===== config.mk =====
export PLATFORM = sky130hd
export DESIGN_NAME = tremolo_lfo_gain_flat
export DESIGN_NICKNAME = d
export VERILOG_FILES = /design/src/hw/rtl/tlg_pkg.sv /design/src/hw/rtl/tlg_if.sv /design/src/hw/rtl/tlg_lfo.sv /design/src/hw/rtl/tremolo_lfo_gain.sv /design/src/flat_wrapper.sv
export SDC_FILE = /design/constraint.sdc
export NUM_CORES = 2
export LEC_CHECK = 0
export CAP_MARGIN = 20
export CORE_MARGIN = 2
export CORE_UTILIZATION = 56
export DETAILED_ROUTE_END_ITERATION = 7
export DONT_BUFFER_PORTS = 1
export PLACE_DENSITY = 0.72
export SLEW_MARGIN = 20
export SYNTH_ARGS = -nofsm -noshare
export SYNTH_HDL_FRONTEND = slang
export SYNTH_HIERARCHICAL = 1
export SYNTH_SLANG_ARGS = --single-unit

===== constraint.sdc =====
create_clock -name clk -period 15.8 [get_ports clk]
set_input_delay 3.16 -clock clk [delete_from_list [all_inputs] [get_ports clk]]
set_output_delay 3.16 -clock clk [all_outputs]
set_load 0.01 [all_outputs]

===== src/hw/rtl/tlg_pkg.sv =====
// ----------------------------------------------------------------------------
// tlg_pkg
// shared widths, constants, register indexes and types of the tremolo block
// ----------------------------------------------------------------------------
package tlg_pkg;

	// default parameter values
	localparam int TLG_COUNT_BITS  = 24;
	localparam int TLG_SAMPLE_BITS = 16;

	// configuration register widths
	localparam int HALF_W = 24;
	localparam int TSTEP_W = 26;
	localparam int PSTEP_W = 27;
	localparam int MODE_W = 2;

	// configuration port shape
	localparam int CFG_IDX_W  = 2;
	localparam int CFG_DATA_W = 27;

	// register indexes
	localparam logic [CFG_IDX_W-1:0] REG_HALF_PERIOD   = 2'd0;
	localparam logic [CFG_IDX_W-1:0] REG_TRIANGLE_STEP = 2'd1;
	localparam logic [CFG_IDX_W-1:0] REG_PARABOLA_STEP = 2'd2;
	localparam logic [CFG_IDX_W-1:0] REG_WAVE_MODE     = 2'd3;

	// wave selection codes, the unused code falls back to the slewed square
	localparam logic [MODE_W-1:0] MODE_SLEW     = 2'd0;
	localparam logic [MODE_W-1:0] MODE_TRIANGLE = 2'd1;
	localparam logic [MODE_W-1:0] MODE_PARABOLA = 2'd2;

	// Q1.24 wave words: 26 bits hold -1.0 .. +1.0, sums need 29
	localparam int WAVE_W = 26;
	localparam int SUM_W  = 29;
	localparam int GAIN_W = 27;
	localparam int FRAC_W = 24;

	localparam logic signed [SUM_W-1:0] ONE_Q24   = 29'sd16777216;
	localparam logic signed [SUM_W-1:0] M_ONE_Q24 = -29'sd16777216;
	localparam logic signed [SUM_W-1:0] SLEW_STEP = 29'sd335544;

	// register reset values
	localparam logic [HALF_W-1:0]  HALF_PERIOD_RST   = 24'd11025;
	localparam logic [TSTEP_W-1:0] TRIANGLE_STEP_RST = 26'd3044;
	localparam logic [PSTEP_W-1:0] PARABOLA_STEP_RST = 27'd6087;
	localparam logic [MODE_W-1:0]  WAVE_MODE_RST     = MODE_PARABOLA;

	// configuration as seen by the oscillator
	typedef struct packed {
		logic [HALF_W-1:0]  half_period;
		logic [TSTEP_W-1:0] triangle_step;
		logic [PSTEP_W-1:0] parabola_step;
		logic [MODE_W-1:0]  wave_mode;
	} tlg_cfg_t;

	// limit a wave sum to -1.0 .. +1.0
	function automatic logic signed [WAVE_W-1:0] clamp_one(logic signed [SUM_W-1:0] v);
		logic signed [SUM_W-1:0] r;
		if (v > ONE_Q24) begin
			r = ONE_Q24;
		end else if (v < M_ONE_Q24) begin
			r = M_ONE_Q24;
		end else begin
			r = v;
		end
		return r[WAVE_W-1:0];
	endfunction

endpackage


===== src/hw/rtl/tlg_if.sv =====
// ----------------------------------------------------------------------------
// tlg stream interfaces
// valid/ready channels carrying the sample words in and out of the block
// ----------------------------------------------------------------------------
interface tlg_in_if import tlg_pkg::*; #(
	parameter int SAMPLE_BITS = TLG_SAMPLE_BITS
);
	logic                          valid;
	logic                          ready;
	logic signed [SAMPLE_BITS-1:0] sample_in;
	logic                          restart;

	modport source (output valid, output sample_in, output restart, input ready);
	modport sink (input valid, input sample_in, input restart, output ready);
endinterface

interface tlg_out_if import tlg_pkg::*; #(
	parameter int SAMPLE_BITS = TLG_SAMPLE_BITS
);
	logic                          valid;
	logic                          ready;
	logic signed [SAMPLE_BITS-1:0] sample_out;

	modport source (output valid, output sample_out, input ready);
	modport sink (input valid, input sample_out, output ready);
endinterface


===== src/hw/rtl/tlg_lfo.sv =====
// ----------------------------------------------------------------------------
// tlg_lfo
// oscillator state: phase counter, square sign, slewed square, triangle and
// parabola; advances one step per accepted word and registers the chosen wave
// ----------------------------------------------------------------------------
module tlg_lfo import tlg_pkg::*; #(
	parameter int COUNT_BITS = TLG_COUNT_BITS
) (
	input  logic                     clk,
	input  logic                     arst_n,
	input  logic                     step,
	input  logic                     restart,
	input  tlg_cfg_t                 cfg,
	output logic signed [WAVE_W-1:0] wave_s1
);

	logic [COUNT_BITS-1:0]    phase_q;
	logic                     neg_q;
	logic signed [WAVE_W-1:0] slew_q;
	logic signed [WAVE_W-1:0] tri_q;
	logic signed [WAVE_W-1:0] par_q;

	logic [COUNT_BITS-1:0]      cur_phase;
	logic                       cur_neg;
	logic signed [SUM_W-1:0]    cur_slew;
	logic signed [SUM_W-1:0]    cur_tri;
	logic signed [SUM_W-1:0]    cur_par;
	logic                       flip;
	logic                       new_neg;
	logic [COUNT_BITS-1:0]      phase_nxt;
	logic signed [SUM_W-1:0]    square;
	logic signed [SUM_W-1:0]    slew_sum;
	logic signed [SUM_W-1:0]    tri_sum;
	logic signed [SUM_W-1:0]    tstep;
	logic signed [WAVE_W-1:0]   slew_nxt;
	logic signed [WAVE_W-1:0]   tri_nxt;
	logic signed [WAVE_W-1:0]   par_nxt;
	logic signed [WAVE_W+PSTEP_W:0] par_prod;
	logic signed [SUM_W-1:0]    par_sum;
	logic signed [WAVE_W-1:0]   wave_sel;

	// restart puts the oscillator back to its start before this word
	always_comb begin
		if (restart) begin
			cur_phase = '0;
			cur_neg   = 1'b0;
			cur_slew  = ONE_Q24;
			cur_tri   = M_ONE_Q24;
			cur_par   = '0;
		end else begin
			cur_phase = phase_q;
			cur_neg   = neg_q;
			cur_slew  = SUM_W'(slew_q);
			cur_tri   = SUM_W'(tri_q);
			cur_par   = SUM_W'(par_q);
		end
	end

	// square flips once the counter has passed the half period
	always_comb begin
		flip      = 33'(cur_phase) > 33'(cfg.half_period);
		new_neg   = cur_neg ^ flip;
		phase_nxt = (flip ? '0 : cur_phase) + COUNT_BITS'(1);
		square    = new_neg ? M_ONE_Q24 : ONE_Q24;
	end

	// slewed square creeps toward the square
	always_comb begin
		if (square > cur_slew) begin
			slew_sum = cur_slew + SLEW_STEP;
		end else if (square < cur_slew) begin
			slew_sum = cur_slew - SLEW_STEP;
		end else begin
			slew_sum = cur_slew;
		end
		slew_nxt = clamp_one(slew_sum);
	end

	// triangle integrates the square
	always_comb begin
		tstep   = SUM_W'({1'b0, cfg.triangle_step});
		tri_sum = new_neg ? (cur_tri - tstep) : (cur_tri + tstep);
		tri_nxt = clamp_one(tri_sum);
	end

	// parabola integrates the new triangle, floor of the Q1.24 product
	always_comb begin
		par_prod = tri_nxt * $signed({1'b0, cfg.parabola_step});
		par_sum  = cur_par + par_prod[FRAC_W+SUM_W-1:FRAC_W];
		par_nxt  = clamp_one(par_sum);
	end

	// wave selection
	always_comb begin
		unique case (cfg.wave_mode)
			MODE_TRIANGLE: wave_sel = tri_nxt;
			MODE_PARABOLA: wave_sel = par_nxt;
			MODE_SLEW:     wave_sel = slew_nxt;
			default:       wave_sel = slew_nxt;
		endcase
	end

	// oscillator state
	always_ff @(posedge clk or negedge arst_n) begin
		if (!arst_n) begin
			phase_q <= '0;
			neg_q   <= 1'b0;
			slew_q  <= ONE_Q24[WAVE_W-1:0];
			tri_q   <= M_ONE_Q24[WAVE_W-1:0];
			par_q   <= '0;
		end else if (step) begin
			phase_q <= phase_nxt;
			neg_q   <= new_neg;
			slew_q  <= slew_nxt;
			tri_q   <= tri_nxt;
			par_q   <= par_nxt;
		end
	end

	// chosen wave for the gain stage
	always_ff @(posedge clk) begin
		if (step) begin
			wave_s1 <= wave_sel;
		end
	end

endmodule


===== src/hw/rtl/tremolo_lfo_gain.sv =====
// ----------------------------------------------------------------------------
// tremolo_lfo_gain
// tremolo: scales each audio sample by (wave + 1) / 2 of a square-based lfo
// ----------------------------------------------------------------------------
// One sample word is taken every clock cycle unless the output stalls; its
// result leaves when the output side is ready. The first stage runs the
// oscillator update (counter compare, slew and triangle add with clamp, the
// parabola multiply-add with clamp) and registers the chosen wave; the second
// stage multiplies the sample by the gain into the output register. The
// oscillator loop closes in the first stage, so the rate holds at one word per
// cycle. Back-pressure on the output stalls both stages; a word can still be
// taken while a finished result waits if the first stage is empty. The user
// writes configuration through cfg_we/cfg_index/cfg_data only while no word is
// in flight, not enforced by the block; wave_mode 3 acts as the slewed square.
// ----------------------------------------------------------------------------
module tremolo_lfo_gain import tlg_pkg::*; #(
	parameter int COUNT_BITS  = TLG_COUNT_BITS,
	parameter int SAMPLE_BITS = TLG_SAMPLE_BITS
) (
	input  logic                  clk,
	input  logic                  arst_n,
	input  logic                  cfg_we,
	input  logic [CFG_IDX_W-1:0]  cfg_index,
	input  logic [CFG_DATA_W-1:0] cfg_data,
	tlg_in_if.sink                in_ch,
	tlg_out_if.source             out_ch
);

	tlg_cfg_t cfg_q;

	logic                          valid_s1;
	logic signed [SAMPLE_BITS-1:0] sample_s1;
	logic signed [WAVE_W-1:0]      wave_s1;
	logic                          out_valid_q;
	logic signed [SAMPLE_BITS-1:0] out_sample_q;

	logic                                 accept;
	logic                                 advance;
	logic signed [GAIN_W-1:0]             gain;
	logic signed [SAMPLE_BITS+GAIN_W-1:0] prod;

	// configuration registers
	always_ff @(posedge clk or negedge arst_n) begin
		if (!arst_n) begin
			cfg_q.half_period   <= HALF_PERIOD_RST;
			cfg_q.triangle_step <= TRIANGLE_STEP_RST;
			cfg_q.parabola_step <= PARABOLA_STEP_RST;
			cfg_q.wave_mode     <= WAVE_MODE_RST;
		end else if (cfg_we) begin
			unique case (cfg_index)
				REG_HALF_PERIOD:   cfg_q.half_period   <= cfg_data[HALF_W-1:0];
				REG_TRIANGLE_STEP: cfg_q.triangle_step <= cfg_data[TSTEP_W-1:0];
				REG_PARABOLA_STEP: cfg_q.parabola_step <= cfg_data[PSTEP_W-1:0];
				REG_WAVE_MODE:     cfg_q.wave_mode     <= cfg_data[MODE_W-1:0];
				default:           cfg_q               <= cfg_q;
			endcase
		end
	end

	// pipeline handshake
	always_comb begin
		advance      = valid_s1 && (!out_valid_q || out_ch.ready);
		in_ch.ready  = !valid_s1 || advance;
		accept       = in_ch.valid && in_ch.ready;
		out_ch.valid = out_valid_q;
		out_ch.sample_out = out_sample_q;
	end

	// oscillator and wave selection
	tlg_lfo #(
		.COUNT_BITS(COUNT_BITS)
	) u_lfo (
		.clk     (clk),
		.arst_n  (arst_n),
		.step    (accept),
		.restart (in_ch.restart),
		.cfg     (cfg_q),
		.wave_s1 (wave_s1)
	);

	// stage one valid
	always_ff @(posedge clk or negedge arst_n) begin
		if (!arst_n) begin
			valid_s1 <= 1'b0;
		end else if (in_ch.ready) begin
			valid_s1 <= in_ch.valid;
		end
	end

	// stage one sample
	always_ff @(posedge clk) begin
		if (accept) begin
			sample_s1 <= in_ch.sample_in;
		end
	end

	// gain (wave + 1) in Q2.24, then floor of the product over 2^25
	always_comb begin
		gain = GAIN_W'(wave_s1) + ONE_Q24[GAIN_W-1:0];
		prod = sample_s1 * gain;
	end

	// output word valid
	always_ff @(posedge clk or negedge arst_n) begin
		if (!arst_n) begin
			out_valid_q <= 1'b0;
		end else if (!out_valid_q || out_ch.ready) begin
			out_valid_q <= valid_s1;
		end
	end

	// output word
	always_ff @(posedge clk) begin
		if (advance) begin
			out_sample_q <= prod[SAMPLE_BITS+FRAC_W:FRAC_W+1];
		end
	end

endmodule


===== src/flat_wrapper.sv =====
// flat-port wrapper written by rule: the top's interface ports become plain ports
module tremolo_lfo_gain_flat import tlg_pkg::*;
#(
	parameter int COUNT_BITS  = TLG_COUNT_BITS,
	parameter int SAMPLE_BITS = TLG_SAMPLE_BITS
)
  (clk, arst_n, cfg_we, cfg_index, cfg_data, in_ch_valid, in_ch_sample_in, in_ch_restart, in_ch_ready, out_ch_valid, out_ch_sample_out, out_ch_ready);
  tlg_in_if #(.SAMPLE_BITS(SAMPLE_BITS)) in_ch_i ();
  tlg_out_if #(.SAMPLE_BITS(SAMPLE_BITS)) out_ch_i ();
  input  logic clk;
  input  logic arst_n;
  input  logic cfg_we;
  input  logic [CFG_IDX_W-1:0] cfg_index;
  input  logic [CFG_DATA_W-1:0] cfg_data;
  input wire logic [$bits(in_ch_i.valid)-1:0] in_ch_valid;
  input wire logic [$bits(in_ch_i.sample_in)-1:0] in_ch_sample_in;
  input wire logic [$bits(in_ch_i.restart)-1:0] in_ch_restart;
  output wire logic [$bits(in_ch_i.ready)-1:0] in_ch_ready;
  output wire logic [$bits(out_ch_i.valid)-1:0] out_ch_valid;
  output wire logic [$bits(out_ch_i.sample_out)-1:0] out_ch_sample_out;
  input wire logic [$bits(out_ch_i.ready)-1:0] out_ch_ready;
  assign in_ch_i.valid = in_ch_valid;
  assign in_ch_i.sample_in = in_ch_sample_in;
  assign in_ch_i.restart = in_ch_restart;
  assign in_ch_ready = in_ch_i.ready;
  assign out_ch_valid = out_ch_i.valid;
  assign out_ch_sample_out = out_ch_i.sample_out;
  assign out_ch_i.ready = out_ch_ready;
  tremolo_lfo_gain #(.COUNT_BITS(COUNT_BITS), .SAMPLE_BITS(SAMPLE_BITS)) u_core (.clk(clk), .arst_n(arst_n), .cfg_we(cfg_we), .cfg_index(cfg_index), .cfg_data(cfg_data), .in_ch(in_ch_i), .out_ch(out_ch_i));
endmodule

After elaboration in Yosys (flattened, before gate mapping). Index checks and enable logic that the tools add are counted.

Bits in registers: 242. Output and inout bits: 18.

Add/subtract/negate cells: 7. Multiply operators: 2. Magnitude comparators: 9. Equal/unequal tests: 5. Multiplexer cells: 17. Bitwise logic cells: 1. Reduce and logical (&&, ||, !) cells: 11.

Operators by type and width (count): $mux 29 (7); $mux 26 (6); $gt 29x26->1 const B (3); $lt 29x25->1 const B (3); $mul 26x28->53 (1); $pmux 26 s2 (1); $mux 24 (2); $mul 16x27->41 (1); $add 29x20->29 const B (1); $add 29x27->29 (1); $add 29x29->29 (1); $gt 29x29->1 (1); $lt 29x29->1 (1); $sub 29x20->29 const B (1); $sub 29x27->29 (1); $add 26x26->27 const B (1); $add 24x1->24 const B (1); $gt 24x24->1 (1); $reduce_and 2->1 (4); $eq 2x2->1 const B (3); $eq 2x1->1 const B (2); $logic_and 1x1->1 (2); $logic_not 1->1 (2); $logic_not 2->1 (1); other kinds (3) (4).

Logic depth before layout (Yosys ltp).
Depth after elaboration: 13. Gate-level depth with buffers: 80. Depth with buffers taken out: 68.

Hierarchy. Netlist, hierarchy kept.

Modules (own cells, without submodules): tlg_lfo (times used 1, cells an instance 4042, area an instance 34385.5 um^2, seq. area each 3362.0 um^2); tremolo_lfo_gain (times used 1, cells an instance 1822, area an instance 18320.1 um^2, seq. area each 3016.6 um^2).

Least setup slack after synthesis. Ideal clock, no wire load.

Path kind: input-to-reg. From: in in_ch_restart. To: reg u_core.u_lfo.wave_s1[3] (data pin). Setup time: 158 ps. Data arrival time: 21153 ps. Required time: 15642 ps. Path slack: -5511 ps. Cell stages on the path: 77. Path buffers: 15. Path through: clkbuf_1 > buf_1 > clkbuf_1 > buf_1 > clkbuf_1 > clkbuf_1 > clkbuf_1 > nor2b_1 > ha_1 > nand4_1 > nor4_1 > o311ai_1 > nor3b_1 > a21boi_0 > xor2_1 > clkbuf_1 > o41ai_1 > xor2_1 > [41 not listed] > ha_1 > clkbuf_1 > a21o_1 > a21o_1 > a21oi_1 > nor2b_1 > a211o_1 > a2111oi_0 > o31ai_1 > a21oi_1 > o21ai_1 > or3_1 > a21boi_0 > a21boi_1 > and4b_1 > nor2_2 > buf_4 > o211ai_1.

Longest elaborated chain between the ends: 13.

RTL lines: from (decl) (line flat_wrapper.sv:17) `input wire logic [$bits(in_ch_i.restart)-1:0] in_ch_restart;`; $mux 24 (line tlg_lfo.sv:44) `if (restart) begin`; $gt 24x24->1 (line tlg_lfo.sv:61) `flip = 33'(cur_phase) > 33'(cfg.half_period);`; $xor 1x1->1 (line tlg_lfo.sv:62) `new_neg = cur_neg ^ flip;`; $mux 29 (line tlg_lfo.sv:82) `tri_sum = new_neg ? (cur_tri - tstep) : (cur_tri + tstep);`; $lt 29x25->1 (line tlg_pkg.sv:61) `end else if (v < M_ONE_Q24) begin`; $mux 26 (line tlg_pkg.sv:61); $mux 26 (line tlg_pkg.sv:59) `if (v > ONE_Q24) begin`; $mul 26x28->53 (line tlg_lfo.sv:88) `par_prod = tri_nxt * $signed({1'b0, cfg.parabola_step});`; $add 29x29->29 (line tlg_lfo.sv:89) `par_sum = cur_par + par_prod[FRAC_W+SUM_W-1:FRAC_W];`; $lt 29x25->1 (line tlg_pkg.sv:61); $mux 26 (line tlg_pkg.sv:61); $mux 26 (line tlg_pkg.sv:59); $pmux 26 s2 * (line tlg_lfo.sv:95) `unique case (cfg.wave_mode)`; net u_core.u_lfo.wave_sel[3] (line tlg_lfo.sv:40) `logic signed [WAVE_W-1:0] wave_sel;`; to (signal assigned) (line tlg_lfo.sv:123) `wave_s1 <= wave_sel;`; to (decl) (line tlg_lfo.sv:14) `output logic signed [WAVE_W-1:0] wave_s1`.

The timed path passes the listed nets; every way through them passes the cells marked *. A chain may end at the register's enable or synchronous reset.

Worst setup path after layout. Ends and elaborated chain as after synthesis.

==> impl_results.md <==
* Top-count cell post-synth: inv_1
* DRC at 0
* First-pass GRT wire length at 240 mm
* Row count at 112
* Post-synth EDFFs at 58
* Cts bufs inserted at 30
* Total number of vias at 41.8k
* Routed len/inst at 19.8 um
* Multi-input logic area at 0.0416 mm2
* Worst EP arrival at 18.49 ns
* Synth unique cells at 101
* CP bufs+invs at 9
* Largest cells by area after synthesis: fa_1 38%, ha_1 9.5%, inv_1 9.1%
* Final Slew Violations at 0
* Initial antenna violation count at 12
* Final ANT Viol Nets at 0
* Placer Congestion at 0.920
* Post-Syn Nets at 7316
* GRT Total Usage at 0.313
* CP Capture Type: flip-flop
* Die W at 311 um
* Failing checks: setup timing
* Final period utilization at 1.14
* Pre-CTS setup slack at -3.08 ns
* Final Hold Vio Count at 0
* Worst hold path type: flip-flop to flip-flop
* Root Buffer: clkbuf_16
* Crit path max-delay cell type: fa_1
* Async set or reset register ratio after synthesis at 0.760
* Worst slew pin tran at 1.18 ns
* Remaining global-route overflow at 0
* Die area at 0.0966 mm2
* Setup Viol. Count Final at 52
* Area grow syn2layout at 13.7%
* Seq cells post-synth at 242
* Commonest cells post-synth: 1282 x inv_1, 1000 x fa_1, 785 x nand2_1, 446 x and2_1, 401 x ha_1
* # IOs at 69
* Register area share after synthesis at 0.121
* Slew headroom at 0.212
* CTS max path bufs at 3
* Clock transition at path regs at 0.06 ns
* Synth Warn # at 6
* Clock latency at the later pin of the worst-skew pair at 0.62 ns
* Top cell type's share of synthesized area at 0.380
* CP startpoint kind: input port
* Max Clock Skew at 0.0217 ns
* Cell Area, Synth at 0.0527 mm2
* Worst reg-to-reg path cell count at 69
* Port bufs at 0
* Vias in the first global route at 44.7k
* Fin crit period at 18.05 ns
* Fin worst setup slack at -2.25 ns
* Htree depth at 1
* CTS tree: yes
* Final wirelength at 148 mm
* Share of post-route cells with drive strength above 1 at 0.153
* Final nets at 7616
* 1st-pass router iterations at 6
* RSZ-0062 raised after global routing: yes
* Synth Instances at 5864
* Worst path required time at 16.24 ns
* Vias/cell at 5.61
* 1st-iter DRT viols at 3215
* Max Cap Viol at 0
* Core area at 0.0933 mm2
* Fmax at 55.4 MHz
* Yosys top cell by area: fa_1
* Register area at 0.00638 mm2
* Primary FF master, synth: dfrtp_1
* HPWL Detailed at 115 mm
* CP max stage delay at 0.59 ns
* Number of fill cells at 7592
* Initial Utilization at 0.565
* Cts-stage hold buffer count at 0
* Setup CP Type: input port to flip-flop
* Die Span Y at 311 um
* Top cell by count, worst path: fa_1
* Clk sinks at 242
* Largest net degree at the start of global routing at 185
* Worst path top cell family by delay: compound AO/OA/AOI/OAI gates
* Avg Cell Area, Syn at 8.99 um2
* Cell count of the worst hold path at 1
* Critical Path Fanout Max at 113
* Status: finished, violations left
* Crit. path cell count at 69
==> state kept, by name, indices dropped and copies added (netlist names) <==
name,cells
u_core/sample_s1,16
u_core/u_lfo/neg_q,1
u_core/u_lfo/slew_q,26
u_core/u_lfo/par_q,26
u_core/u_lfo/phase_q,24
u_core/cfg_q,79
u_core/out_ch.sample_out,16
u_core/valid_s1,1
u_core/u_lfo/tri_q,26
u_core/out_ch.valid,1
u_core/u_lfo/wave_s1,26
==> logic make-up after synthesis <==
logic type | share of synthesized area
flops | 0.121
fa+ha+maj | 0.475
mux | 0.0245
simple gates | 0.171
buf+inv | 0.112
xor+xnor | 0.0240
compound gates | 0.0724
==> worst paths after layout <==
check | end | from | slack, ns
min in group asynchronous | u_core/u_lfo/slew_q[9] | arst_n | 2.27
min | u_core/out_ch.valid | u_core/valid_s1 | 0.48
max in group asynchronous | u_core/cfg_q[42] | arst_n | 12.93
max | u_core/u_lfo/wave_s1[3] | in_ch_restart | -2.25
max reg2reg | u_core/u_lfo/wave_s1[3] | u_core/u_lfo/phase_q[9] | 0.03
min reg2reg | u_core/out_ch.valid | u_core/valid_s1 | 0.48
==> layer usage <==
layer | up-vias | part of all wire | global-route usage
met1 | 21200 | 0.40 | 0.412
met4 | 4 | 0.045 | 0.123
met3 | 384 | 0.079 | 0.0487
met2 | 1698 | 0.48 | 0.520
met5 | - | 0.00015 | 0
li1 | 18500 | - | -
==> what timing repair did <==
action                     CTS  global route
gates resized for setup    109            63
gates cloned                 2             1
pin swaps                   65            66
setup endpoints to repair   52            52
buffers inserted            29            26
==> placed cells by master (no fill, tap or decap), types with 106 or more instances in the layout <==
| master | instances |
|---|---|
| a21oi_1 | 126 |
| and2_1 | 442 |
| buf_4 | 504 |
| dfrtp_1 | 158 |
| fa_1 | 992 |
| ha_1 | 382 |
| inv_1 | 1278 |
| mux2_2 | 106 |
| nand2_1 | 776 |
| nor2_1 | 158 |
| o21ai_0 | 118 |
==> cell type report <==
class	count	share of cell area
clock buffers	39	0.0144
multi-input cells	4059	0.694
diodes	11	0.000459
inverters	1283	0.0805
clock inverters	16	0.00259
well taps	1254	0.0262
repair buffers	548	0.0759
flip-flops and latches	242	0.106
==> stage by stage <==
| stage | util | setup TNS (ns) | hold slack [ns] | cells | cell area, um2 |
|---|---|---|---|---|---|
| 2_1_floorplan | - | -141.20 | 0.441 | 5864 | 53200 |
| 3_3_place_gp | 0.616 | -136.04 | 0.455 | 7330 | 57500 |
| 3_5_place_dp | 0.616 | -152.04 | 0.468 | 7330 | 57500 |
| 4_1_cts | 0.636 | -90.05 | 0.486 | 7414 | 59400 |
| 5_1_grt | 0.642 | -134.11 | 0.501 | 7449 | 59900 |
| 6_report | 0.642 | -110.35 | 0.483 | 7452 | 59900 |
Power is not shown: default switching activity piles up to over one toggle a cycle in this logic, so the estimate is an artifact.
